## src/design/qmlp_pkg.sv

```systemverilog
package qmlp_pkg;

  localparam int NUM_FEATURES_DEF = 4;
  localparam int NUM_HIDDEN_DEF   = 32;
  localparam int NUM_CLASSES_DEF  = 4;

  // accumulator width: 32-bit bias plus the largest dot product
  localparam int ACC_W     = 34;
  localparam int TAG_W     = 7;
  localparam int CFG_W     = 31;
  localparam int CFG_IDX_W = 3;
  localparam int SAT_LIM   = 1024;
  localparam int Q_MAX     = 127;
  localparam int Q_MIN     = -128;

  typedef enum logic {
    ACT_LOAD     = 1'b0,
    ACT_CLASSIFY = 1'b1
  } action_e;

  typedef enum logic [CFG_IDX_W-1:0] {
    REG_HIDDEN_MULT  = 3'd0,
    REG_HIDDEN_SHIFT = 3'd1,
    REG_HIDDEN_ZP    = 3'd2,
    REG_SCORE_MULT   = 3'd3,
    REG_SCORE_SHIFT  = 3'd4,
    REG_SCORE_ZP     = 3'd5
  } reg_idx_e;

  // hidden value travelling along the row of class cells
  typedef struct packed {
    logic              valid;
    logic signed [7:0] h;
    logic [TAG_W-1:0]  idx;
  } qmlp_link_t;

endpackage

```

## src/design/qmlp_requant.sv

```systemverilog
module qmlp_requant (
  input  logic                              clk_i,
  input  logic                              rst_ni,
  input  logic                              in_valid_i,
  input  logic signed [qmlp_pkg::ACC_W-1:0] in_acc_i,
  input  logic [qmlp_pkg::TAG_W-1:0]        in_tag_i,
  input  logic [qmlp_pkg::CFG_W-1:0]        mult_i,
  input  logic [5:0]                        shift_i,
  input  logic signed [7:0]                 zp_i,
  input  logic                              relu_i,
  output logic                              out_valid_o,
  output logic signed [7:0]                 out_q_o,
  output logic [qmlp_pkg::TAG_W-1:0]        out_tag_o
);
  import qmlp_pkg::*;

  localparam int LO_W   = 17;
  localparam int HI_W   = ACC_W - LO_W;
  localparam int PP_W   = LO_W + CFG_W;
  localparam int PROD_W = ACC_W + CFG_W;
  localparam int SAT_W  = $clog2(SAT_LIM) + 1;

  logic [3:0]             v_q;
  logic [TAG_W-1:0]       tag_q [4];
  logic [3:0]             neg_q;
  logic [ACC_W-1:0]       mag;
  logic [HI_W-1:0]        mag_hi_q;
  logic [PP_W-1:0]        lo_q;
  logic [PROD_W-1:0]      prod_q;
  logic [PROD_W-1:0]      shifted;
  logic [SAT_W-1:0]       sat_q;
  logic signed [12:0]     sq, q;
  logic signed [7:0]      q_q;

  assign mag = in_acc_i[ACC_W-1] ? ACC_W'(-in_acc_i) : ACC_W'(in_acc_i);
  assign shifted = prod_q >> shift_i;

  always_comb begin
    sq = sat_q[SAT_W-1] ? 13'sd1024 : 13'(signed'({1'b0, sat_q}));
    if (neg_q[2]) begin
      sq = -sq;
    end
    q = sq + 13'(zp_i);
    if (relu_i && q < 13'(zp_i)) begin
      q = 13'(zp_i);
    end
    if (q > 13'(Q_MAX)) begin
      q = 13'(Q_MAX);
    end else if (q < 13'(Q_MIN)) begin
      q = 13'(Q_MIN);
    end
  end

  always_ff @(posedge clk_i) begin
    mag_hi_q <= mag[ACC_W-1:LO_W];
    lo_q     <= mag[LO_W-1:0] * mult_i;
    prod_q   <= {PP_W'(mag_hi_q) * PP_W'(mult_i), {LO_W{1'b0}}} + PROD_W'(lo_q);
    if (shifted > PROD_W'(SAT_LIM)) begin
      sat_q <= SAT_W'(SAT_LIM);
    end else begin
      sat_q <= shifted[SAT_W-1:0];
    end
    q_q <= q[7:0];
    tag_q[0] <= in_tag_i;
    tag_q[1] <= tag_q[0];
    tag_q[2] <= tag_q[1];
    tag_q[3] <= tag_q[2];
    neg_q <= {neg_q[2:0], in_acc_i[ACC_W-1]};
  end

  always_ff @(posedge clk_i or negedge rst_ni) begin
    if (!rst_ni) begin
      v_q <= '0;
    end else begin
      v_q <= {v_q[2:0], in_valid_i};
    end
  end

  assign out_valid_o = v_q[3];
  assign out_q_o     = q_q;
  assign out_tag_o   = tag_q[3];

endmodule

```

## config.mk

```make
export PLATFORM = sky130hd
export DESIGN_NAME = qmlp_requant
export DESIGN_NICKNAME = d
export VERILOG_FILES = /design/src/design/qmlp_pkg.sv /design/src/design/qmlp_requant.sv
export SDC_FILE = /design/constraint.sdc
export NUM_CORES = 2
export LEC_CHECK = 0
export ABC_AREA = 1
export BUFFER_PORTS_ARGS = -buffer_cell sky130_fd_sc_hd__buf_2
export CAP_MARGIN = 20
export CORE_MARGIN = 5
export CORE_UTILIZATION = 55
export CTS_BUF_LIST = sky130_fd_sc_hd__clkbuf_8 sky130_fd_sc_hd__clkbuf_16
export CTS_CLUSTER_SIZE = 30
export DETAILED_ROUTE_END_ITERATION = 7
export GPL_TIMING_DRIVEN = 0
export PLACE_DENSITY = 0.71
export SETUP_SLACK_MARGIN = 0.2
export SYNTH_ARGS = -nofsm -noshare
export SYNTH_HDL_FRONTEND = slang
export SYNTH_SLANG_ARGS = --single-unit
```

## constraint.sdc

```tcl
create_clock -name clk_i -period 12.1 [get_ports clk_i]
set_clock_uncertainty 0.2 [all_clocks]
set_input_delay 2.42 -clock clk_i [delete_from_list [all_inputs] [get_ports clk_i]]
set_output_delay 2.42 -clock clk_i [all_outputs]
set_load 0.005 [all_outputs]
```

==> results.sh <==
export IMPL_status="completed"
export IMPL_wl_per_cell_microns=20.55
export IMPL_dieArea_sq_um=92630
export IMPL_crit_arrival_ns=11.40
export IMPL_cts_hold_buf=0
export IMPL_grt_use_total_pct=35.84
export IMPL_finalSetupViolations=0
export IMPL_layout_nets=8123
export IMPL_dp_hpwl_mm=142.6
export IMPL_critPathCaptureType="register"
export IMPL_worst_pin_slew_ns=1.256
export IMPL_maxCapViolCount=0
export IMPL_synthArstFlopShare_pct=2.174
export IMPL_fmax_mhz=88.70
export IMPL_root_buffer="clkbuf_16"
export IMPL_clk_insertion_delay_late_ns=0.50
export IMPL_min_path_type="register to register"
export IMPL_synth_warnings=0
export IMPL_ys_ff_latch=184
export IMPL_drc=0
export IMPL_r2r_cells=31
export IMPL_synthFlopType="dfxtp_1"
export IMPL_place_gp_congestion=1.013
export IMPL_clock_path_buffers=2
export IMPL_vias_per_cell=5.492
export IMPL_yosysUniqueCellTypes=52
export IMPL_drive_above_1_share_pct=3.144
export IMPL_core_area_sq_um=86350
export IMPL_initial_utilization_pct=55.19
export IMPL_die_w_microns=304.4
export IMPL_hold_depth=0
export IMPL_post_cts_resized=0
export IMPL_tns_ns=0
export IMPL_critical_path_class="primary input to register"
export IMPL_slew_violations=0
export IMPL_antenna_found_initial=4
export IMPL_cts_buffers=17
export IMPL_fin_crit_sh_pct=93.18
export IMPL_crit_path_start_kind="primary input"
export IMPL_port_buffers=92
export IMPL_avgSynthCellArea_sq_um=7.067
export IMPL_rsz0062_at_grt="false"
export IMPL_netlist_area_sq_um=47650
export IMPL_drt_iter0_drc=4274
export IMPL_grt_pass1_wl_mm=256.2
export IMPL_slowest_stage="clkbuf_1"
export IMPL_cp_required_ns=12.23
export IMPL_die_h_microns=304.4
export IMPL_cts_tree="built"
export IMPL_syn2layout_area_growth_pct=5.514
export IMPL_rows=108
export IMPL_grt_overflow=0
export IMPL_numClockSinks=184
export IMPL_wl_mm=165.1
export IMPL_crit_path_max_incr_delay_ns=0.82
export IMPL_path_clk_slew_ns=0.08
export IMPL_fillers=8519
export IMPL_syn_inst=6743
export IMPL_cts_htree_levels=4
export IMPL_yosysSeqAreaShare_pct=7.772
export IMPL_grt_max_degree=24
export IMPL_grt_pass1_vias=44861
export IMPL_crit_fanout=15
export IMPL_synthesis_nets=8008
export IMPL_ios=106
export IMPL_first_pass_iters=8
export IMPL_postCtsSetupBuffers=0
export IMPL_ant_nets=0
export IMPL_synth_edf_count=0
export IMPL_vias=44101
export IMPL_relSlewSlack_pct=16.28
export IMPL_finalHoldViolCount=0
export IMPL_cpMostUsedCell="inv_1"
export IMPL_finalCriticalPeriod_ns=11.27
cell usage after synthesis, types with 12 or more instances:
cell	n	area (sq um)
dfxtp_1	180	3603
o21ai_0	104	520.5
nand4_1	41	256.5
nand3b_1	14	105.1
buf_6	12	135.1
a21oi_1	195	975.9
buf_1	21	78.83
nor2_1	429	1610
fa_1	870	17420
inv_1	1633	6130
o21bai_1	18	135.1
buf_2	32	160.2
o211ai_1	13	97.59
ha_1	305	3816
nand3_1	473	2367
nor3_1	29	145.1
xor2_1	94	823.3
nand2_1	1913	7181
xnor2_1	51	446.7
clkbuf_1	200	750.7
state kept, by name, summed over array words and instances, names as in the netlist:
name,cells
lo_q,48
mag_hi_q,17
neg_q,3
out_q_o,8
prod_q,65
sat_q,11
tag_q,28
v_q,4
final timing paths:
kind	startpoint	slack (ns)	endpoint
worst max-delay path	in_acc_i[0]	0.83	lo_q[46]
worst min-delay path	lo_q[11]	0.13	prod_q[11]
worst max register to register	mag_hi_q[3]	3.52	prod_q[56]
worst min register to register	lo_q[11]	0.13	prod_q[11]
max in group asynchronous	rst_ni	10.07	v_q[0]
min in group asynchronous	rst_ni	1.52	v_q[1]
cell usage in the layout (no fill, tap or decap), types with 6 or more instances in the layout:
cell,count
nand2_1,1913
inv_1,1633
fa_1,870
nand3_1,473
nor2_1,429
ha_1,305
clkbuf_1,199
a21oi_1,195
dfxtp_1,180
buf_2,124
o21ai_0,103
xor2_1,94
xnor2_1,51
nand4_1,41
nor3_1,29
buf_1,21
o21bai_1,18
clkbuf_16,17
nand3b_1,14
o211ai_1,13
buf_6,12
a21boi_0,11
a31oi_1,8
o21ai_1,8
a21o_1,8
nand2_2,7
and2_1,7
o21a_1,6
layout make-up:
type	count	area (sq um)	share of cell area, %
plain buffers	268	1151	2.289
clock buffers	17	425.4	0.8461
well taps	1155	1445	2.874
flip-flops and latches	184	3704	7.366
diodes	4	10.01	0.01991
inverters	1643	6170	12.27
multi-input cells	4647	36630	72.84
clock inverters	15	222.7	0.4429
repair buffers	97	528.0	1.050
per-stage QoR:
step / cell area (sq um) / utilization (%) / cells / setup WS (ns) / hold WS [ns]
global route: 50270 / 58.22 / 8026 / 0.6613 / 0.1359
finish: 50280 / 58.23 / 8030 / 0.8258 / 0.1265
CTS: 50240 / 58.19 / 8025 / 0.7412 / 0.1289
floorplan: 47650 / - / 6743 / 2.807 / 0.1096
global placement: 49560 / 57.39 / 7990 / 0.2633 / 0.1101
detailed placement: 49600 / 57.44 / 7993 / 0.2582 / 0.1121
critical path: cells and delay by family:
family | cells | cell delay, ns
buffers and inverters | 9 | 2.00
AND/OR/NAND/NOR | 10 | 1.54
AO/OA/AOI/OAI | 4 | 1.34
adder cells (fa/ha/maj) | 8 | 3.62
XOR/XNOR | 1 | 0.46
cell families (layout without fill, tap and decap cells):
logic type      count (synthesis)  in the layout  synth area share, %
buf+inv                      1912           2040                15.37
compound gates                386            386                4.485
fa+ha+maj                    1175           1175                44.56
xor+xnor                      145            145                2.665
other cells                     0              4                    0
simple gates                 2941           2941                25.15
flops                         184            184                7.772
layer usage:
layer | wire length (microns) | global-route usage, % | vias to the layer above
met2 | 73120 | 56.88 | 2246
met1 | 63970 | 46.27 | 21317
met3 | 17200 | 8.226 | 507
met5 | 198 | 0 | -
li1 | - | - | 20023
met4 | 10560 | 18.46 | 8
Power is left out: the tool's default activity adds up to more than one toggle a clock period on the data nets, which glitch-free logic cannot reach.
