`config.mk`:
```
export PLATFORM = sky130hd
export DESIGN_NAME = qmlp_cell
export DESIGN_NICKNAME = d
export VERILOG_FILES = /design/src/design/qmlp_pkg.sv /design/src/design/qmlp_cell.sv
export SDC_FILE = /design/constraint.sdc
export NUM_CORES = 1
export LEC_CHECK = 0
export BUFFER_PORTS_ARGS = -buffer_cell sky130_fd_sc_hd__buf_2
export CORE_AREA = 2 2 218 220
export CTS_BUF_LIST = sky130_fd_sc_hd__clkbuf_8
export DETAILED_ROUTE_END_ITERATION = 8
export DIE_AREA = 0 0 220 222
export HOLD_SLACK_MARGIN = 0.08
export SYNTH_ARGS = -nofsm -noshare
export SYNTH_HDL_FRONTEND = slang
export SYNTH_SLANG_ARGS = --single-unit
```
`constraint.sdc`:
```
create_clock -name clk_i -period 10.8 [get_ports clk_i]
set_input_delay 2.16 -clock clk_i [delete_from_list [all_inputs] [get_ports clk_i]]
set_output_delay 2.16 -clock clk_i [all_outputs]
set_load 0.005 [all_outputs]
```
`src/design/qmlp_pkg.sv`:
```
package qmlp_pkg;

  localparam int NUM_FEATURES_DEF = 4;
  localparam int NUM_HIDDEN_DEF   = 32;
  localparam int NUM_CLASSES_DEF  = 4;

  // accumulator width: 32-bit bias plus the largest dot product
  localparam int ACC_W     = 34;
  localparam int TAG_W     = 7;
  localparam int CFG_W     = 31;
  localparam int CFG_IDX_W = 3;
  localparam int SAT_LIM   = 1024;
  localparam int Q_MAX     = 127;
  localparam int Q_MIN     = -128;

  typedef enum logic {
    ACT_LOAD     = 1'b0,
    ACT_CLASSIFY = 1'b1
  } action_e;

  typedef enum logic [CFG_IDX_W-1:0] {
    REG_HIDDEN_MULT  = 3'd0,
    REG_HIDDEN_SHIFT = 3'd1,
    REG_HIDDEN_ZP    = 3'd2,
    REG_SCORE_MULT   = 3'd3,
    REG_SCORE_SHIFT  = 3'd4,
    REG_SCORE_ZP     = 3'd5
  } reg_idx_e;

  // hidden value travelling along the row of class cells
  typedef struct packed {
    logic              valid;
    logic signed [7:0] h;
    logic [TAG_W-1:0]  idx;
  } qmlp_link_t;

endpackage

```
`src/design/qmlp_cell.sv`:
```
module qmlp_cell #(
  parameter int NUM_HIDDEN = 32
) (
  input  logic                         clk_i,
  input  logic                         rst_ni,
  input  logic                         wr_weight_i,
  input  logic                         wr_bias_i,
  input  logic [(NUM_HIDDEN > 1 ? $clog2(NUM_HIDDEN) : 1)-1:0] wr_addr_i,
  input  logic [31:0]                  wr_data_i,
  input  qmlp_pkg::qmlp_link_t         link_i,
  output qmlp_pkg::qmlp_link_t         link_o,
  output logic signed [qmlp_pkg::ACC_W-1:0] acc_o
);
  import qmlp_pkg::*;

  localparam int HW = NUM_HIDDEN > 1 ? $clog2(NUM_HIDDEN) : 1;

  logic signed [7:0]       mem [NUM_HIDDEN];
  logic signed [7:0]       w_q;
  logic signed [31:0]      bias_q;
  qmlp_link_t              stage_q;
  logic signed [ACC_W-1:0] acc_q, acc_d;
  logic signed [15:0]      prod;

  always_ff @(posedge clk_i) begin
    if (wr_weight_i) begin
      mem[wr_addr_i] <= wr_data_i[7:0];
    end
    if (wr_bias_i) begin
      bias_q <= wr_data_i;
    end
    w_q <= mem[link_i.idx[HW-1:0]];
  end

  always_ff @(posedge clk_i or negedge rst_ni) begin
    if (!rst_ni) begin
      stage_q <= '0;
    end else begin
      stage_q <= link_i;
    end
  end

  always_comb begin
    prod = stage_q.h * w_q;
    if (stage_q.idx == '0) begin
      acc_d = ACC_W'(bias_q) + {{(ACC_W-16){prod[15]}}, prod};
    end else begin
      acc_d = acc_q + {{(ACC_W-16){prod[15]}}, prod};
    end
  end

  always_ff @(posedge clk_i) begin
    if (stage_q.valid) begin
      acc_q <= acc_d;
    end
  end

  assign link_o = stage_q;
  assign acc_o  = acc_q;

endmodule

```
==> metrics.csv, run 1 <==
stage,metric,value,unit
clock_network,numClockSinks,346,
synth,ys_ff_latch,346,
synth,ys.warnings.count,0,
global_routing,first_global_vias,10910,
clock_network,cts-root-buf,clkbuf_8,
synth,synth_edf_count,322,
clock_network,cts_buffers,58,
timing,rsz0062_at_grt,no,
floorplanning,rows,79,
floorplanning,die_h,222,um
clock_network,cts_buffer_depth,3,
global_routing,grt_max_degree,66,
worst_setup_path,worstSetupPathType,flop to flop,
timing,maxSlewViolCount,0,
timing,maxSlewHeadroom,37.76,%
finish,final_area,0.02065,sq mm
clock_network,cts_max_level,2,
drt,wl_per_cell,18.56,um
global_routing,antenna_found_initial,0,
worst_setup_path,crit_path_end_kind,flop,
run,drv_cap,0,
synth,seq_area_frac_synth,55.76,%
worst_setup_path,cpMaxStageDelayCell,fa_1,
floorplanning,io_pins,107,
placement,place_hpwl,26.99,mm
timing,finalClockSkew,0.02255,ns
placement,placed_area,0.01958,sq mm
worst_setup_path,critPathMaxFanout,37,
drt,vias,10540,
placement,place.gp.congestion,0.9039,
timing,fin_tns_setup,0,ns
synth,synth_area_per_cell,14.42,sq um
worst_setup_path,arrival,7.71,ns
global_routing,grt.total_usage,15.94,%
synth,netlist_instances,1272,
timing,whs,0.6959,ns
synth,ys_types,61,
timing,tightest_slew,0.9336,ns
clock_network,post_cts_resized,0,
finish,diodes,0,
drt,drtIter0Drc,801,
drt,antenna_left,0,
outcome,status,completed,
synth,async_reset_ff_share,4.624,%
timing,hold_viol_final,0,
worst_setup_path,start_kind,flop,
finish,fin_nets,1624,
clock_network,cts_tree,built,
placement,port_buffers,106,
clock_network,post_cts_buffers,0,
finish,drive_gt1_share,19.78,%
timing,period_share,67.69,%
min_path,hold_class,flop to flop,
floorplanning,start_util,39.66,%
finish,area_growth,12.55,%
timing,min_period,7.311,ns
synth,synthFlopType,edfxtp_1,
worst_setup_path,critPathMaxStageDelay,0.54,ns
worst_setup_path,r2r_slack,3.49,ns
timing,clock.fmax,136.8,MHz
global_routing,grt_pass1_wl,60.51,mm
worst_setup_path,worstPathRequired,11.20,ns
synth,synth_area,0.01835,sq mm
timing,setup_violations,0,
drt,dr.pass1.iters,5,
clock_network,clkLatencyLatePin,0.65,ns
global_routing,grt_overflow_total,0,
drt,drc,0,
synth,syn_nets,1481,
floorplanning,fp.dieArea,0.04884,sq mm
floorplanning,dieWidth,220,um
drt,wirelength,38.39,mm
clock_network,cts.clk_slew.worst_paths,0.06,ns
drt,via_per_inst,5.094,
clock_network,cts_hold_buf,0,
floorplanning,coreArea,0.04626,sq mm
==> cell usage after synthesis (5+ instances only) <==
master	number	area (sq um)
or3_1	5	31.28
a211oi_1	11	82.58
edfxtp_1	322	9669
and2_1	49	306.5
nand2_1	63	236.5
a22oi_1	5	37.54
buf_1	10	37.54
nand3b_1	6	45.04
clkbuf_1	18	67.56
o21ai_0	42	210.2
xnor2_1	46	402.9
dfxtp_1	8	160.2
nor3_1	12	60.06
xor2_1	26	227.7
inv_1	97	364.1
a21oi_1	67	335.3
dfrtp_1	16	400.4
mux2_2	12	135.1
nor2_1	70	262.8
nand4_1	5	31.28
mux4_2	80	1802
nor2b_1	9	56.30
and3_1	7	43.79
ha_1	95	1189
nand2b_1	11	68.82
a31oi_1	9	56.30
o21ai_1	11	55.05
a21o_1	34	255.2
nand3_1	8	40.04
fa_1	57	1141
o211ai_1	5	37.54
o21bai_1	10	75.07
==> layout make-up <==
class | count | area (sq um)
inverters | 97 | 364.1
repair buffers | 111 | 570.5
fillers | 4173 | 25610
clock inverters | 46 | 240.2
flip-flops and latches | 346 | 10230
well taps | 607 | 759.5
multi-input cells | 801 | 7656
clock buffers | 60 | 825.8
==> sequential cells by signal (all words and copies together) (netlist names) <==
register  flops
acc_o        34
bias_q       32
link_o       16
mem         256
w_q           8
==> worst max-delay path, delay by kind of cell (launching register included) <==
| family | cells | cell delay [ns] |
|---|---|---|
| DFF | 1 | 0.46 |
| AOI/OAI and AO/OA | 9 | 1.78 |
| xor gates and xnor gates | 2 | 0.23 |
| buffers and inverters | 5 | 0.64 |
| adders and majority gates | 6 | 2.77 |
| and+or+nand+nor | 6 | 1.17 |
==> logic make-up after synthesis <==
family / share of synthesized area, %
DFF: 55.76
and+or+nand+nor: 6.970
AOI/OAI and AO/OA: 7.734
adders and majority gates: 12.70
buffers and inverters: 2.558
muxes: 10.84
xor gates and xnor gates: 3.437
==> cell usage in the layout, fill, tap and decap left out, drive strengths merged, types with 13 or more instances in the layout <==
| master | n |
|---|---|
| a21o | 34 |
| a21oi | 67 |
| and2 | 49 |
| buf | 111 |
| clkbuf | 60 |
| clkinv | 14 |
| dfrtp | 16 |
| edfxtp | 322 |
| fa | 57 |
| ha | 95 |
| inv | 126 |
| mux2 | 13 |
| mux4 | 80 |
| nand2 | 63 |
| nor2 | 70 |
| o21ai | 54 |
| xnor2 | 46 |
| xor2 | 26 |
==> worst paths after layout <==
check,startpoint,to,cells past startpoint
min in group asynchronous,rst_ni,link_o[6]$_DFF_PN0_,1
worst min-delay path,bias_q[0]$_DFFE_PP_,acc_o[0]$_DFFE_PP_,2
worst max register to register,link_o[10]$_DFF_PN0_,acc_o[33]$_DFFE_PP_,28
max in group asynchronous,rst_ni,link_o[15]$_DFF_PN0_,1
worst max-delay path,link_o[10]$_DFF_PN0_,acc_o[33]$_DFFE_PP_,28
worst min register to register,bias_q[0]$_DFFE_PP_,acc_o[0]$_DFFE_PP_,2
==> stage by stage <==
stage / instances / worst slack, ns / util, %
after floorplan: 1272 / 2.638 / -
after global placement: 1962 / 3.574 / 42.33
after detailed placement: 1962 / 3.486 / 42.33
after CTS: 2068 / 3.477 / 44.63
after global routing: 2068 / 3.026 / 44.63
final: 2068 / 3.489 / 44.63
==> layer usage <==
metal | share of wire (%) | global-route usage [%] | vias to the layer above
li1 | - | - | 5081
met2 | 48 | 25.56 | 204
met4 | 2.4 | 5.239 | 0
met1 | 45 | 21.92 | 5192
met3 | 4.5 | 2.840 | 58
met5 | 0 | 0 | -
Power of run 1 is not shown: default switching activity piles up to over one toggle a cycle in this logic, so the estimate is an artifact.
==> run 2: changes to the inputs <==
Settings changed: ABC_AREA set to 1, CORE_AREA 2 2 218 220 to 2 2 227 229, DIE_AREA 0 0 220 222 to 0 0 229 231.
Clock period 10.8 ns to 7.1 ns, I/O delays scaled along.
==> metrics.csv, run 2 <==
stage,metric,value,unit
synth,ys.warnings.count,0,
synth,synth_top_family_by_area,simple AND/OR/NAND/NOR gates,
synth,yosys.area.top_type,edfxtp_1,
synth,synthFlopType,edfxtp_1,
timing,rsz0062_at_grt,no,
finish,fin_cells,2952,
global_routing,grt.total_usage,21.44,%
timing,maxSlewHeadroom,35.88,%
finish,fin_nets,2436,
outcome,status,completed,
synth,synth_simple_gate_area_share,16.86,%
timing,tightest_slew,0.9607,ns
worst_setup_path,critPathMaxFanout,36,
synth,syn_nets,2330,
synth,synthXorXnorAreaFrac,1.139,%
synth,synth_area_leaders,"edfxtp_1, nand2_1, ha_1",
finish,layout_common_cells,"nand2_1, edfxtp_1, nor2_1",
timing,period_share,94.27,%
clock_network,cts.clk_slew.worst_paths,0.08,ns
worst_setup_path,critPathMaxStageDelay,0.75,ns
drt,wirelength,56.60,mm
timing,fin_tns_setup,0,ns
timing,setup_violations,0,
clock_network,post_cts_resized,0,
worst_setup_path,cpMostUsedCell,nand2_1,
global_routing,first_global_vias,15340,
worst_setup_path,crit_path_end,acc_o[21]$_DFFE_PP_,
synth,netlist_instances,2121,
clock_network,cts_tree,built,
floorplanning,rows,83,
clock_network,numClockSinks,346,
synth,synth_compound_area_share,12.31,%
timing,maxSlewViolCount,0,
drt,drc,0,
placement,dp.cells,2845,
finish,drive_gt1_share,9.335,%
placement,place_hpwl,39.66,mm
finish,largest_register_ffs,256,
synth,synth_edf_count,322,
min_path,hold_class,input pin to async pin,
global_routing,grt_pass1_wl,87.94,mm
global_routing,antenna_found_initial,3,
floorplanning,fp.dieArea,0.05290,sq mm
placement,place.gp.congestion,0.9520,
synth,async_reset_ff_share,4.624,%
finish,area_growth,11.40,%
clock_network,post_cts_buffers,0,
global_routing,grt_max_degree,93,
synth,synth_area,0.01999,sq mm
synth,synthMuxAreaShare,0,%
worst_setup_path,crit_path_end_kind,flop,
drt,dr.pass1.iters,5,
worst_setup_path,crit_path_start,w_q[2]$_DFF_P_,
synth,synthAdderAreaFrac,11.65,%
synth,yosysMostFrequentCell,nand2_1,
drt,wl_per_cell,19.17,um
timing,min_period,6.693,ns
finish,top_register,mem,
clock_network,cts-root-buf,clkbuf_8,
worst_setup_path,worstPathRequired,7.52,ns
finish,layout_commonest_cell,nand2_1,
worst_setup_path,r2r_slack,0.41,ns
worst_setup_path,arrival,7.11,ns
synth,synth_top_area_share,48.37,%
timing,hold_viol_final,0,
synth,synth_commonest_cells,"nand2_1, edfxtp_1, nor2_1",
clock_network,cts_buffer_depth,3,
drt,vias,15700,
synth,synth_area_per_cell,9.426,sq um
global_routing,grt_overflow_total,0,
run,drv_cap,0,
timing,finalClockSkew,0.07100,ns
clock_network,cts_hold_buf,0,
synth,seq_area_frac_synth,51.17,%
floorplanning,io_pins,107,
placement,port_buffers,106,
worst_setup_path,cpMaxStageDelayCell,fa_1,
worst_setup_path,worstSetupPathType,flop to flop,
clock_network,cts_buffers,60,
worst_setup_path,r2r_start,w_q[2]$_DFF_P_,
worst_setup_path,ff2ff_path_depth,25,
drt,antenna_left,0,
worst_setup_path,r2r_end,acc_o[21]$_DFFE_PP_,
clock_network,clkLatencyLatePin,0.69,ns
synth,ys_ff_latch,346,
floorplanning,coreArea,0.05068,sq mm
drt,drtIter0Drc,1345,
synth,ys_types,44,
floorplanning,dieWidth,229,um
drt,via_per_inst,5.320,
floorplanning,start_util,39.45,%
floorplanning,die_h,231,um
worst_setup_path,start_kind,flop,
timing,clock.fmax,149.4,MHz
clock_network,cts_max_level,2,
run 2: changes by cell type after synthesis, sizes merged, moves of 49 or more:
cell and change:
inv +177, o21ai +159, and2 -49, nor2 +240, mux4 -80, nand3 +113, nand2 +290
run 2: through the flow:
| stage | setup slack, ns | instance area [sq um] | util [%] | hold slack (ns) |
|---|---|---|---|---|
| floorplan | 0.9191 | 19990 | - | 0.6186 |
| global placement | 0.5464 | 21130 | 41.70 | 0.6290 |
| detailed placement | 0.5062 | 21130 | 41.70 | 0.6388 |
| CTS | 0.5046 | 22270 | 43.94 | 0.5878 |
| global route | 0.02691 | 22270 | 43.95 | 0.6141 |
| finish | 0.4070 | 22270 | 43.95 | 0.6272 |
run 2: worst min path at each step:
stage	startpoint	cells after the start	end	slack, ns
after CTS	rst_ni	1	link_o[15]$_DFF_PN0_	0.59
after detailed placement	bias_q[0]$_DFFE_PP_	3	acc_o[0]$_DFFE_PP_	0.64
after floorplan	bias_q[0]$_DFFE_PP_	3	acc_o[0]$_DFFE_PP_	0.62
final	rst_ni	1	link_o[15]$_DFF_PN0_	0.63
after global placement	bias_q[0]$_DFFE_PP_	3	acc_o[0]$_DFFE_PP_	0.63
after global routing	rst_ni	1	link_o[15]$_DFF_PN0_	0.61
run 2: final cells by class:
cell class                 count  area [sq um]
antenna                        1         2.502
clock buffer                  60         825.8
clock inverter                46         311.5
fill                        4983         28410
inverter                     275          1033
multi-input combinational   1427          8389
sequential                   346         10230
tap                          680         850.8
timing repair buffer         117         628.1
run 2: kinds of logic after synthesis:
| family | count (synthesis) |
|---|---|
| buffers and inverters | 348 |
| DFF | 346 |
| xor gates and xnor gates | 26 |
| adders and majority gates | 152 |
| and+or+nand+nor | 822 |
| AOI/OAI and AO/OA | 427 |
run 2: critical path, delay by kind of cell, from the launching register on:
| kind | cells | cell delay (ns) |
|---|---|---|
| adder cells (fa/ha/maj) | 6 | 2.96 |
| buffers and inverters | 4 | 0.45 |
| flip-flops | 1 | 0.51 |
| AND/OR/NAND/NOR | 15 | 2.48 |
run 2: metal layers:
| layer | vias up | track usage (%) | share of wire (%) |
|---|---|---|---|
| met2 | 547 | 33.44 | 45 |
| met1 | 7610 | 31.01 | 46 |
| met3 | 75 | 3.520 | 6.8 |
| met4 | 2 | 5.702 | 2.0 |
| met5 | - | 0 | 0.023 |
| li1 | 7470 | - | - |
Power of run 2 is left out for the same reason.
==> run 3: changes to the inputs <==
Settings changed: ABC_AREA 1 to 0, CAP_MARGIN set to 20, CORE_AREA 2 2 227 229 to 2 2 218 220, DIE_AREA 0 0 229 231 to 0 0 220 222.
==> metrics.csv, run 3 (same netlist as run 1, synthesis figures left out) <==
stage,metric,value,unit
outcome,status,completed,
finish,top_register,mem,
global_routing,first_global_vias,11040,
clock_network,cts_buffers,58,
timing,maxSlewHeadroom,43.89,%
timing,period_share,96.10,%
drt,via_per_inst,5.143,
timing,maxSlewViolCount,0,
placement,place_hpwl,27.64,mm
finish,fin_nets,1655,
clock_network,clkLatencyLatePin,0.68,ns
finish,layout_commonest_cell,edfxtp_1,
floorplanning,coreArea,0.04626,sq mm
worst_setup_path,cpMaxStageDelayCell,fa_1,
global_routing,grt.total_usage,16.29,%
finish,drive_gt1_share,23.56,%
clock_network,cts_hold_buf,0,
timing,finalClockSkew,0.05597,ns
min_path,hold_class,input pin to async pin,
placement,port_buffers,106,
finish,diodes,0,
finish,post-route-util,45.66,%
clock_network,numClockSinks,346,
placement,place.gp.congestion,0.8903,
drt,wl_per_cell,18.68,um
global_routing,grt_overflow_total,0,
worst_setup_path,start_kind,flop,
worst_setup_path,crit_path_end_kind,flop,
worst_setup_path,worstSetupPathType,flop to flop,
timing,setup_violations,0,
timing,setup_ws,0.2772,ns
clock_network,cts.clk_slew.worst_paths,0.06,ns
timing,rsz0062_at_grt,yes,
finish,largest_register_ffs,256,
floorplanning,dieWidth,220,um
floorplanning,fp.dieArea,0.04884,sq mm
clock_network,cts_max_level,2,
global_routing,grt_pass1_wl,61.63,mm
floorplanning,start_util,39.66,%
worst_setup_path,worstPathRequired,7.51,ns
floorplanning,rows,79,
drt,dr.pass1.iters,5,
clock_network,cts_buffer_depth,3,
drt,wirelength,39.18,mm
floorplanning,io_pins,107,
floorplanning,die_h,222,um
worst_setup_path,critPathMaxFanout,8,
worst_setup_path,critPathMaxStageDelay,0.54,ns
timing,hold_viol_final,0,
drt,antenna_left,0,
finish,layout_common_cells,"edfxtp_1, inv_1, buf_2",
finish,area_growth,15.15,%
global_routing,antenna_found_initial,0,
global_routing,grt_max_degree,65,
drt,drtIter0Drc,838,
placement,pre_cts_ws,-0.006748,ns
timing,clock.fmax,146.6,MHz
timing,tightest_slew,0.8386,ns
run,drv_cap,0,
clock_network,cts_tree,built,
clock_network,cts-root-buf,clkbuf_8,
timing,min_period,6.823,ns
drt,vias,10790,
drt,drc,0,
worst_setup_path,arrival,7.23,ns
## run 3: changes by cell type in the layout (fill, tap and decap cells not counted), moves of 80 or more
cell / delta
nand2_1: -290
inv_1: -166
nor2_1: -239
mux4_2: +80
o21ai_0: -138
nand3_1: -111
## run 3: area by class of cell
cell class	count	area (sq um)
clock buffer	60	825.8
clock inverter	44	282.8
fill	4135	25140
inverter	97	364.1
multi-input combinational	801	7838
sequential	346	10230
tap	607	759.5
timing repair buffer	142	822.0
## run 3: repair_timing
| item | 4_1_cts | 5_1_grt |
|---|---|---|
| resized for setup | 4 | 32 |
| buffers inserted | 6 | 4 |
| pin swaps | 3 | 12 |
| setup endpoints to repair | 4 | 11 |
| endpoints found under the hold margin | 0 | 0 |
## run 3: path summary, 6_finish.rpt
kind / startpoint / endpoint / slack (ns) / cells after the start
worst max-delay path: link_o[10]$_DFF_PN0_ / acc_o[33]$_DFFE_PP_ / 0.28 / 28
worst min-delay path: rst_ni / link_o[7]$_DFF_PN0_ / 0.65 / 1
worst max register to register: link_o[10]$_DFF_PN0_ / acc_o[33]$_DFFE_PP_ / 0.28 / 28
worst min register to register: bias_q[0]$_DFFE_PP_ / acc_o[0]$_DFFE_PP_ / 0.67 / 2
max in group asynchronous: rst_ni / link_o[15]$_DFF_PN0_ / 6.17 / 1
min in group clk_i: bias_q[0]$_DFFE_PP_ / acc_o[0]$_DFFE_PP_ / 0.67 / 2
## run 3: worst max-delay path, delay by kind of cell (launching register included)
kind / cells / cell delay [ns]
xor+xnor: 2 / 0.31
compound gates: 9 / 1.61
buf+inv: 5 / 0.40
simple gates: 6 / 1.28
fa+ha+maj: 6 / 2.57
flops: 1 / 0.38
## run 3: layer usage
metal  track usage [%]  share of wire, %  vias to the layer above
met2             26.81                49                      260
met3             3.086               5.2                       66
met4             4.698               2.2                        0
met5                 0                 0                        -
li1                  -                 -                     5139
met1             21.97                44                     5320
## run 3: metrics by stage
stage | instances | TNS (ns) | hold WS (ns) | area [sq um]
2_1_floorplan | 1272 | 0 | 0.6495 | 18360
3_3_place_gp | 1983 | 0 | 0.6645 | 19750
3_5_place_dp | 1983 | -0.006748 | 0.6651 | 19750
4_1_cts | 2093 | 0 | 0.5787 | 20930
5_1_grt | 2097 | -0.2398 | 0.6253 | 21120
6_report | 2097 | 0 | 0.6455 | 21120
Power of run 3 is left out for the same reason.
